--- src/hw/rtl/bbo_pkg.sv ---
// Shared types and constants for the box/ball overlap test block.
// Used by bbo_sqrt, bbo_ctrl, bbo_datapath and box_ball_overlap_test_core.
package bbo_pkg;

    localparam int COORD_W = 16;
    localparam int MAG_W   = 16;
    localparam int SQ_W    = 2 * MAG_W;
    localparam int SUM_W   = 38;
    localparam int ROOT_W  = SUM_W / 2;
    localparam int DIST_W  = 18;
    localparam int REM_W   = ROOT_W + 1;
    localparam int CNT_W   = $clog2(ROOT_W);

    localparam logic [SUM_W-1:0]  SUM_MAX  = {SUM_W{1'b1}};
    localparam logic [DIST_W-1:0] DIST_MAX = {DIST_W{1'b1}};

    localparam logic OP_OVERLAP  = 1'b0;
    localparam logic OP_DISTANCE = 1'b1;

    typedef struct packed {
        logic                       operation;
        logic signed [COORD_W-1:0]  center_coord;
        logic signed [COORD_W-1:0]  box_low;
        logic signed [COORD_W-1:0]  box_high;
        logic [COORD_W-1:0]         radius;
        logic                       last_dim;
    } in_item_t;

    typedef struct packed {
        logic              overlaps;
        logic [DIST_W-1:0] distance;
        logic              saturated;
    } out_item_t;

    typedef struct packed {
        logic load;
        logic square;
        logic accumulate;
        logic root_start;
        logic finish;
    } cmd_t;

    typedef struct packed {
        logic last;
        logic root_done;
        logic out_free;
    } status_t;

endpackage

--- src/hw/rtl/bbo_sqrt.sv ---
// Iterative floor square root, one result bit per cycle.
// Depends on bbo_pkg for widths.
module bbo_sqrt (
    input  logic                      clk,
    input  logic                      rst_n,
    input  logic                      start,
    input  logic [bbo_pkg::SUM_W-1:0] radicand,
    output logic [bbo_pkg::ROOT_W-1:0] root,
    output logic                      done
);
    import bbo_pkg::*;

    logic [SUM_W-1:0]  rad_reg, rad_next;
    logic [REM_W-1:0]  rem_reg, rem_next;
    logic [ROOT_W-1:0] root_reg, root_next;
    logic [CNT_W-1:0]  cnt_reg, cnt_next;
    logic              busy_reg, busy_next;
    logic              done_reg, done_next;
    logic [REM_W+1:0]  rem_shift;
    logic [REM_W+1:0]  trial;

    always_comb
    begin
        rem_shift = {rem_reg, rad_reg[SUM_W-1:SUM_W-2]};
        trial     = {1'b0, root_reg, 2'b01};
        rad_next  = rad_reg;
        rem_next  = rem_reg;
        root_next = root_reg;
        cnt_next  = cnt_reg;
        busy_next = busy_reg;
        done_next = 1'b0;
        if (start)
        begin
            rad_next  = radicand;
            rem_next  = '0;
            root_next = '0;
            cnt_next  = CNT_W'(ROOT_W - 1);
            busy_next = 1'b1;
        end
        else if (busy_reg)
        begin
            rad_next = {rad_reg[SUM_W-3:0], 2'b00};
            if (rem_shift >= trial)
            begin
                rem_next  = REM_W'(rem_shift - trial);
                root_next = {root_reg[ROOT_W-2:0], 1'b1};
            end
            else
            begin
                rem_next  = rem_shift[REM_W-1:0];
                root_next = {root_reg[ROOT_W-2:0], 1'b0};
            end
            if (cnt_reg == '0)
            begin
                busy_next = 1'b0;
                done_next = 1'b1;
            end
            else
            begin
                cnt_next = cnt_reg - CNT_W'(1);
            end
        end
    end

    always_ff @(posedge clk or negedge rst_n)
    begin
        if (!rst_n)
        begin
            busy_reg <= 1'b0;
            done_reg <= 1'b0;
            cnt_reg  <= '0;
        end
        else
        begin
            busy_reg <= busy_next;
            done_reg <= done_next;
            cnt_reg  <= cnt_next;
        end
    end

    always_ff @(posedge clk)
    begin
        rad_reg  <= rad_next;
        rem_reg  <= rem_next;
        root_reg <= root_next;
    end

    assign root = root_reg;
    assign done = done_reg;

endmodule

--- src/hw/rtl/bbo_datapath.sv ---
// Datapath: clamp, square, saturating accumulate, root and result register.
// Depends on bbo_pkg and bbo_sqrt.
module bbo_datapath (
    input  logic               clk,
    input  logic               rst_n,
    input  bbo_pkg::in_item_t  item,
    input  bbo_pkg::cmd_t      cmd,
    output bbo_pkg::status_t   status,
    output logic               result_valid,
    input  logic               result_ready,
    output bbo_pkg::out_item_t result
);
    import bbo_pkg::*;

    logic signed [COORD_W-1:0] center_reg;
    logic signed [COORD_W-1:0] other_reg;
    logic signed [COORD_W-1:0] other_next;
    logic [COORD_W-1:0]        radius_reg;
    logic                      last_reg;
    logic [SQ_W-1:0]           sq_reg;
    logic [SQ_W-1:0]           rad_sq_reg;
    logic [SUM_W-1:0]          sum_reg, sum_next;
    logic                      sat_reg, sat_next;
    logic                      out_valid_reg, out_valid_next;
    out_item_t                 out_reg, out_next;
    logic signed [COORD_W:0]   diff;
    logic [COORD_W:0]          mag;
    logic [SUM_W:0]            sum_ext;
    logic [ROOT_W-1:0]         root;
    logic                      root_done;
    logic                      out_free;

    always_comb
    begin
        if (item.operation == OP_DISTANCE)
            other_next = item.box_low;
        else if (item.center_coord < item.box_low)
            other_next = item.box_low;
        else if (item.center_coord > item.box_high)
            other_next = item.box_high;
        else
            other_next = item.center_coord;
    end

    always_ff @(posedge clk)
    begin
        if (cmd.load)
        begin
            center_reg <= item.center_coord;
            other_reg  <= other_next;
            radius_reg <= item.radius;
        end
        if (cmd.square)
            sq_reg <= SQ_W'(mag[MAG_W-1:0]) * SQ_W'(mag[MAG_W-1:0]);
        if (cmd.root_start)
            rad_sq_reg <= SQ_W'(radius_reg) * SQ_W'(radius_reg);
        out_reg <= out_next;
    end

    assign diff = {center_reg[COORD_W-1], center_reg} - {other_reg[COORD_W-1], other_reg};
    assign mag  = diff[COORD_W] ? (COORD_W+1)'(-diff) : diff;

    assign sum_ext = {1'b0, sum_reg} + {{(SUM_W+1-SQ_W){1'b0}}, sq_reg};

    always_comb
    begin
        sum_next = sum_reg;
        sat_next = sat_reg;
        if (cmd.finish)
        begin
            sum_next = '0;
            sat_next = 1'b0;
        end
        else if (cmd.accumulate)
        begin
            if (sum_ext[SUM_W])
            begin
                sum_next = SUM_MAX;
                sat_next = 1'b1;
            end
            else
            begin
                sum_next = sum_ext[SUM_W-1:0];
            end
        end
    end

    bbo_sqrt u_sqrt (
        .clk      (clk),
        .rst_n    (rst_n),
        .start    (cmd.root_start),
        .radicand (sum_reg),
        .root     (root),
        .done     (root_done)
    );

    assign out_free = !out_valid_reg || result_ready;

    always_comb
    begin
        out_next       = out_reg;
        out_valid_next = out_valid_reg;
        if (result_ready)
            out_valid_next = 1'b0;
        if (cmd.finish)
        begin
            out_next.overlaps  = (sum_reg < {{(SUM_W-SQ_W){1'b0}}, rad_sq_reg});
            out_next.distance  = root[ROOT_W-1] ? DIST_MAX : root[DIST_W-1:0];
            out_next.saturated = sat_reg;
            out_valid_next     = 1'b1;
        end
    end

    always_ff @(posedge clk or negedge rst_n)
    begin
        if (!rst_n)
        begin
            sum_reg       <= '0;
            sat_reg       <= 1'b0;
            last_reg      <= 1'b0;
            out_valid_reg <= 1'b0;
        end
        else
        begin
            sum_reg       <= sum_next;
            sat_reg       <= sat_next;
            out_valid_reg <= out_valid_next;
            if (cmd.load)
                last_reg <= item.last_dim;
        end
    end

    assign status.last      = last_reg;
    assign status.root_done = root_done;
    assign status.out_free  = out_free;
    assign result_valid     = out_valid_reg;
    assign result           = out_reg;

`ifndef SYNTH
    a_sat_sticks_max: assert property (@(posedge clk) disable iff (!rst_n)
        sat_reg |-> sum_reg == SUM_MAX)
        else $error("saturation flag set without a full accumulator");
    a_finish_clears: assert property (@(posedge clk) disable iff (!rst_n)
        cmd.finish |=> (sum_reg == '0) && !sat_reg)
        else $error("accumulator not cleared after a vector");
    a_result_from_finish: assert property (@(posedge clk) disable iff (!rst_n)
        $rose(out_valid_reg) |-> $past(cmd.finish))
        else $error("result register loaded without a finished vector");
`endif

endmodule

--- src/hw/rtl/bbo_ctrl.sv ---
// Controller state machine sequencing square, accumulate, root and output load.
// Depends on bbo_pkg for the command and status structs.
module bbo_ctrl (
    input  logic             clk,
    input  logic             rst_n,
    input  logic             item_valid,
    output logic             item_ready,
    input  bbo_pkg::status_t status,
    output bbo_pkg::cmd_t    cmd
);
    import bbo_pkg::*;

    typedef enum logic [5:0] {
        S_IDLE = 6'b000001,
        S_MUL  = 6'b000010,
        S_ADD  = 6'b000100,
        S_ROOT = 6'b001000,
        S_WAIT = 6'b010000,
        S_DONE = 6'b100000
    } state_t;

    state_t state_reg, state_next;
    logic   accept;

    assign item_ready = (state_reg == S_IDLE) || ((state_reg == S_ADD) && !status.last);
    assign accept     = item_valid && item_ready;

    assign cmd.load       = accept;
    assign cmd.square     = (state_reg == S_MUL);
    assign cmd.accumulate = (state_reg == S_ADD);
    assign cmd.root_start = (state_reg == S_ROOT);
    assign cmd.finish     = (state_reg == S_DONE) && status.out_free;

    always_comb
    begin
        state_next = state_reg;
        unique case (state_reg)
            S_IDLE:
            begin
                if (accept)
                    state_next = S_MUL;
            end
            S_MUL:
            begin
                state_next = S_ADD;
            end
            S_ADD:
            begin
                if (status.last)
                    state_next = S_ROOT;
                else if (accept)
                    state_next = S_MUL;
                else
                    state_next = S_IDLE;
            end
            S_ROOT:
            begin
                state_next = S_WAIT;
            end
            S_WAIT:
            begin
                if (status.root_done)
                    state_next = S_DONE;
            end
            S_DONE:
            begin
                if (status.out_free)
                    state_next = S_IDLE;
            end
            default:
            begin
                state_next = S_IDLE;
            end
        endcase
    end

    always_ff @(posedge clk or negedge rst_n)
    begin
        if (!rst_n)
            state_reg <= S_IDLE;
        else
            state_reg <= state_next;
    end

`ifndef SYNTH
    a_root_done_in_wait: assert property (@(posedge clk) disable iff (!rst_n)
        status.root_done |-> state_reg == S_WAIT)
        else $error("square root finished outside its wait state");
    a_accept_to_square: assert property (@(posedge clk) disable iff (!rst_n)
        accept |=> state_reg == S_MUL)
        else $error("accepted transaction not squared next cycle");
    a_finish_to_idle: assert property (@(posedge clk) disable iff (!rst_n)
        cmd.finish |=> state_reg == S_IDLE)
        else $error("controller did not return to idle after a result");
`endif

endmodule

--- src/hw/rtl/box_ball_overlap_test_core.sv ---
// Box/ball overlap test: per-dimension accumulation of squared distance.
// Top level; depends on bbo_pkg, bbo_ctrl, bbo_datapath and bbo_sqrt.
//
// Usage: one input transaction on item_valid/item_ready carries one dimension
// of a vector; the transaction with last_dim set closes the vector and yields
// one result transaction on result_valid/result_ready.
// A dimension that is not the last is squared and then accumulated; the next
// one can be accepted while the previous one is being accumulated.
// The last dimension is followed by the square root unit, which resolves the
// 19-bit root one result bit per cycle; no input is taken until the result
// has been loaded into the output register.
// The result sits in an output register; when the receiver stalls, the block
// finishes its root and then waits until the pending result has been taken or
// is being taken, then loads the new result and returns to idle for a new vector.
// Reset clears the accumulator, the saturation flag and the result valid.
module box_ball_overlap_test_core (
    input  logic               clk,
    input  logic               rst_n,
    input  logic               item_valid,
    output logic               item_ready,
    input  bbo_pkg::in_item_t  item,
    output logic               result_valid,
    input  logic               result_ready,
    output bbo_pkg::out_item_t result
);
    import bbo_pkg::*;

    cmd_t    cmd;
    status_t status;

    bbo_ctrl u_ctrl (
        .clk        (clk),
        .rst_n      (rst_n),
        .item_valid (item_valid),
        .item_ready (item_ready),
        .status     (status),
        .cmd        (cmd)
    );

    bbo_datapath u_datapath (
        .clk          (clk),
        .rst_n        (rst_n),
        .item         (item),
        .cmd          (cmd),
        .status       (status),
        .result_valid (result_valid),
        .result_ready (result_ready),
        .result       (result)
    );

endmodule
--- config.mk ---
export PLATFORM = sky130hd
export DESIGN_NAME = box_ball_overlap_test_core
export DESIGN_NICKNAME = d
export VERILOG_FILES = /design/src/hw/rtl/bbo_pkg.sv /design/src/hw/rtl/bbo_sqrt.sv /design/src/hw/rtl/bbo_datapath.sv /design/src/hw/rtl/bbo_ctrl.sv /design/src/hw/rtl/box_ball_overlap_test_core.sv
export SDC_FILE = /design/constraint.sdc
export NUM_CORES = 2
export LEC_CHECK = 0
export BUFFER_PORTS_ARGS = -buffer_cell sky130_fd_sc_hd__buf_2
export CORE_MARGIN = 3
export CORE_UTILIZATION = 42
export CTS_CLUSTER_DIAMETER = 100
export CTS_CLUSTER_SIZE = 20
export DETAILED_ROUTE_END_ITERATION = 7
export PLACE_DENSITY_LB_ADDON = 0.12
export SYNTH_ARGS = -nofsm -noshare
export SYNTH_HDL_FRONTEND = slang
export SYNTH_SLANG_ARGS = --single-unit
--- constraint.sdc ---
create_clock -name clk -period 15.55 [get_ports clk]
set_input_delay 0.7775 -clock clk [delete_from_list [all_inputs] [get_ports clk]]
set_output_delay 0.7775 -clock clk [all_outputs]
set_load 0.005 [all_outputs]
==> qor.yml <==
fill_cells: 6534
yosysMostFrequentCell: "inv_1"
hold_class: "in -> async"
critPathMaxFanout: 13
cts_setup_buffers: 0
drtIter0Drc: 1191
track_usage_pct: 18.3
ys_warn_count: 0
drc: 0
die_h_um: 269
max_slew.worst_pin.slew_ns: 1.23
grt_pass1_vias: 21600
timing.setup.tns_ns: 0
clock_latency_ns: 0.55
io_buffers: 91
ys_seq_area_share_pct: 24.7
ctsResizeCount: 0
worst-path-buf-inv: 4
antenna_left: 0
io_pins: 92
ys_ff_latch: 261
core_area_um2: 67900
totalWireLength_um: 64300
synth_cell_type_count: 87
n_antenna_cell: 0
relSlewSlack_pct: 18.1
drive_gt1_share_pct: 6.14
r2r-start: "u_datapath.other_reg[0]"
synth_fp_nets: 3781
syn_inst: 3054
hpwl_um: 51700
synth_area_leaders: "fa_1, edfxtp_1, ha_1"
slowest_stage: "xnor2_1"
die_area_um2: 72400
cp_slowest_stage_delay_ns: 0.73
grt_overflow_total: 0
cts.path.max_buffers: 3
finalNetCount: 3838
critPathKind: "reg -> reg"
finalHoldViolCount: 0
placementRows: 95
setup_viol: 0
maxSlewViolCount: 0
grt_max_degree: 68
cp_common_cell: "fa_1"
async_reset_ff_share_pct: 20.7
reg2reg_to: "u_datapath.sq_reg[31]"
max_freq_mhz: 98.7
antenna_found_initial: 0
yosysTopAreaCell: "fa_1"
die_x_um: 269
grt_pass1_wl_um: 108000
cp_top_family: "adder cells"
cts_htree_levels: 1
netlist.area_leader.share_pct: 22.7
numCtsBuffers: 20
area_delta_synth_final_pct: 7.44
root_buffer: "clkbuf_16"
cts_hold_buffers: 0
ff2ff_path_depth: 33
cp-start-kind: "flop"
fin_skew_ns: 0.0235
synth_area_um2: 29000
status: "complete, no violations"
drv_cap: 0
clock_sinks: 261
grt_setup_unrepaired: "false"
gp_congestion: 0.911
routedWlPerCell_um: 15.9
cts_tree: "built"
num_vias: 20600
synth_edf_count: 168
arrival_ns: 10.42
r2r_slack_ns: 5.42
synth_top_cells_by_count: "inv_1, fa_1, ha_1"
min_period_over_period_pct: 65.2
drt-vias-per-instance: 5.08
fin_crit_ns: 10.13
required_ns: 15.83
start_util_pct: 42.8
first_pass_iters: 7
avgSynthCellArea_um2: 9.51
ys.flop_type: "edfxtp_1"
path_clk_slew_ns: 0.08
end_kind: "flop"
critPathLaunch: "u_datapath.other_reg[0]"
[kinds of logic after synthesis]
logic type | synth area share (%)
multiplexers | 2.51
AND/OR/NAND/NOR | 12.6
buffers and inverters | 8.72
adder cells (fa/ha/maj) | 36.8
AO/OA/AOI/OAI | 10.4
flip-flops | 24.7
XOR/XNOR | 4.23
[cell type report]
cell class	count	area (um2)	share of cell area [%]
clock inverter	8	121	0.389
sequential	261	7180	23.0
clock buffer	28	556	1.78
multi-input combinational	2122	19400	62.0
tap	921	1150	3.69
inverter	593	2230	7.13
timing repair buffer	113	621	1.99
[routing by layer]
layer	GRT usage [%]	share of wire, %	vias to the layer above
met5	0	0	-
met4	3.50	1.8	0
met1	24.6	46	10100
met2	32.1	49	299
met3	2.11	3.7	53
li1	-	-	10100
[cells in the final DEF (no fill, tap or decap), drive strengths merged, types with 6 or more instances in the layout]
cell type | Yosys | final
inv | 589 | 594
fa | 329 | 329
ha | 328 | 328
nand2 | 325 | 325
nor2 | 182 | 182
edfxtp | 168 | 168
a21oi | 134 | 134
buf | 13 | 113
xnor2 | 95 | 95
o21ai | 85 | 85
and2 | 77 | 77
a21o | 73 | 73
mux2i | 66 | 66
nand3 | 59 | 59
dfrtp | 53 | 53
xor2 | 42 | 42
dfxtp | 39 | 39
nor3 | 32 | 32
nand2b | 28 | 28
clkbuf | 65 | 28
nor2b | 22 | 22
o21a | 21 | 21
o21bai | 19 | 19
o211ai | 16 | 16
nand4 | 15 | 15
a31oi | 14 | 14
and3 | 13 | 13
a211oi | 11 | 11
a22oi | 11 | 11
or3 | 11 | 11
or2 | 9 | 9
nand3b | 8 | 8
o31ai | 8 | 8
mux2 | 6 | 6
a31o | 6 | 6
clkinv | 4 | 6
[per-stage QoR]
| step | cell area, um2 | cells | hold WS (ns) | utilization [%] | setup slack, ns |
|---|---|---|---|---|---|
| floorplan | 29000 | 3054 | 0.425 | - | 6.65 |
| global placement | 30500 | 4010 | 0.436 | 45.0 | 5.74 |
| detailed placement | 30500 | 4010 | 0.444 | 45.0 | 5.54 |
| CTS | 31200 | 4046 | 0.363 | 46.0 | 5.49 |
| global route | 31200 | 4046 | 0.384 | 46.0 | 4.83 |
| finish | 31200 | 4046 | 0.381 | 46.0 | 5.42 |
[worst max path at each step]
stage	endpoint	slack (ns)	cells after the start
global placement	u_datapath.sq_reg[31]	5.74	33
global route	u_datapath.sq_reg[31]	4.83	35
finish	u_datapath.sq_reg[31]	5.42	33
detailed placement	u_datapath.sq_reg[31]	5.54	33
CTS	u_datapath.sq_reg[31]	5.49	33
floorplan	u_datapath.sq_reg[31]	6.65	36
Power is not shown: default switching activity piles up to over one toggle a cycle in this logic, so the estimate is an artifact.
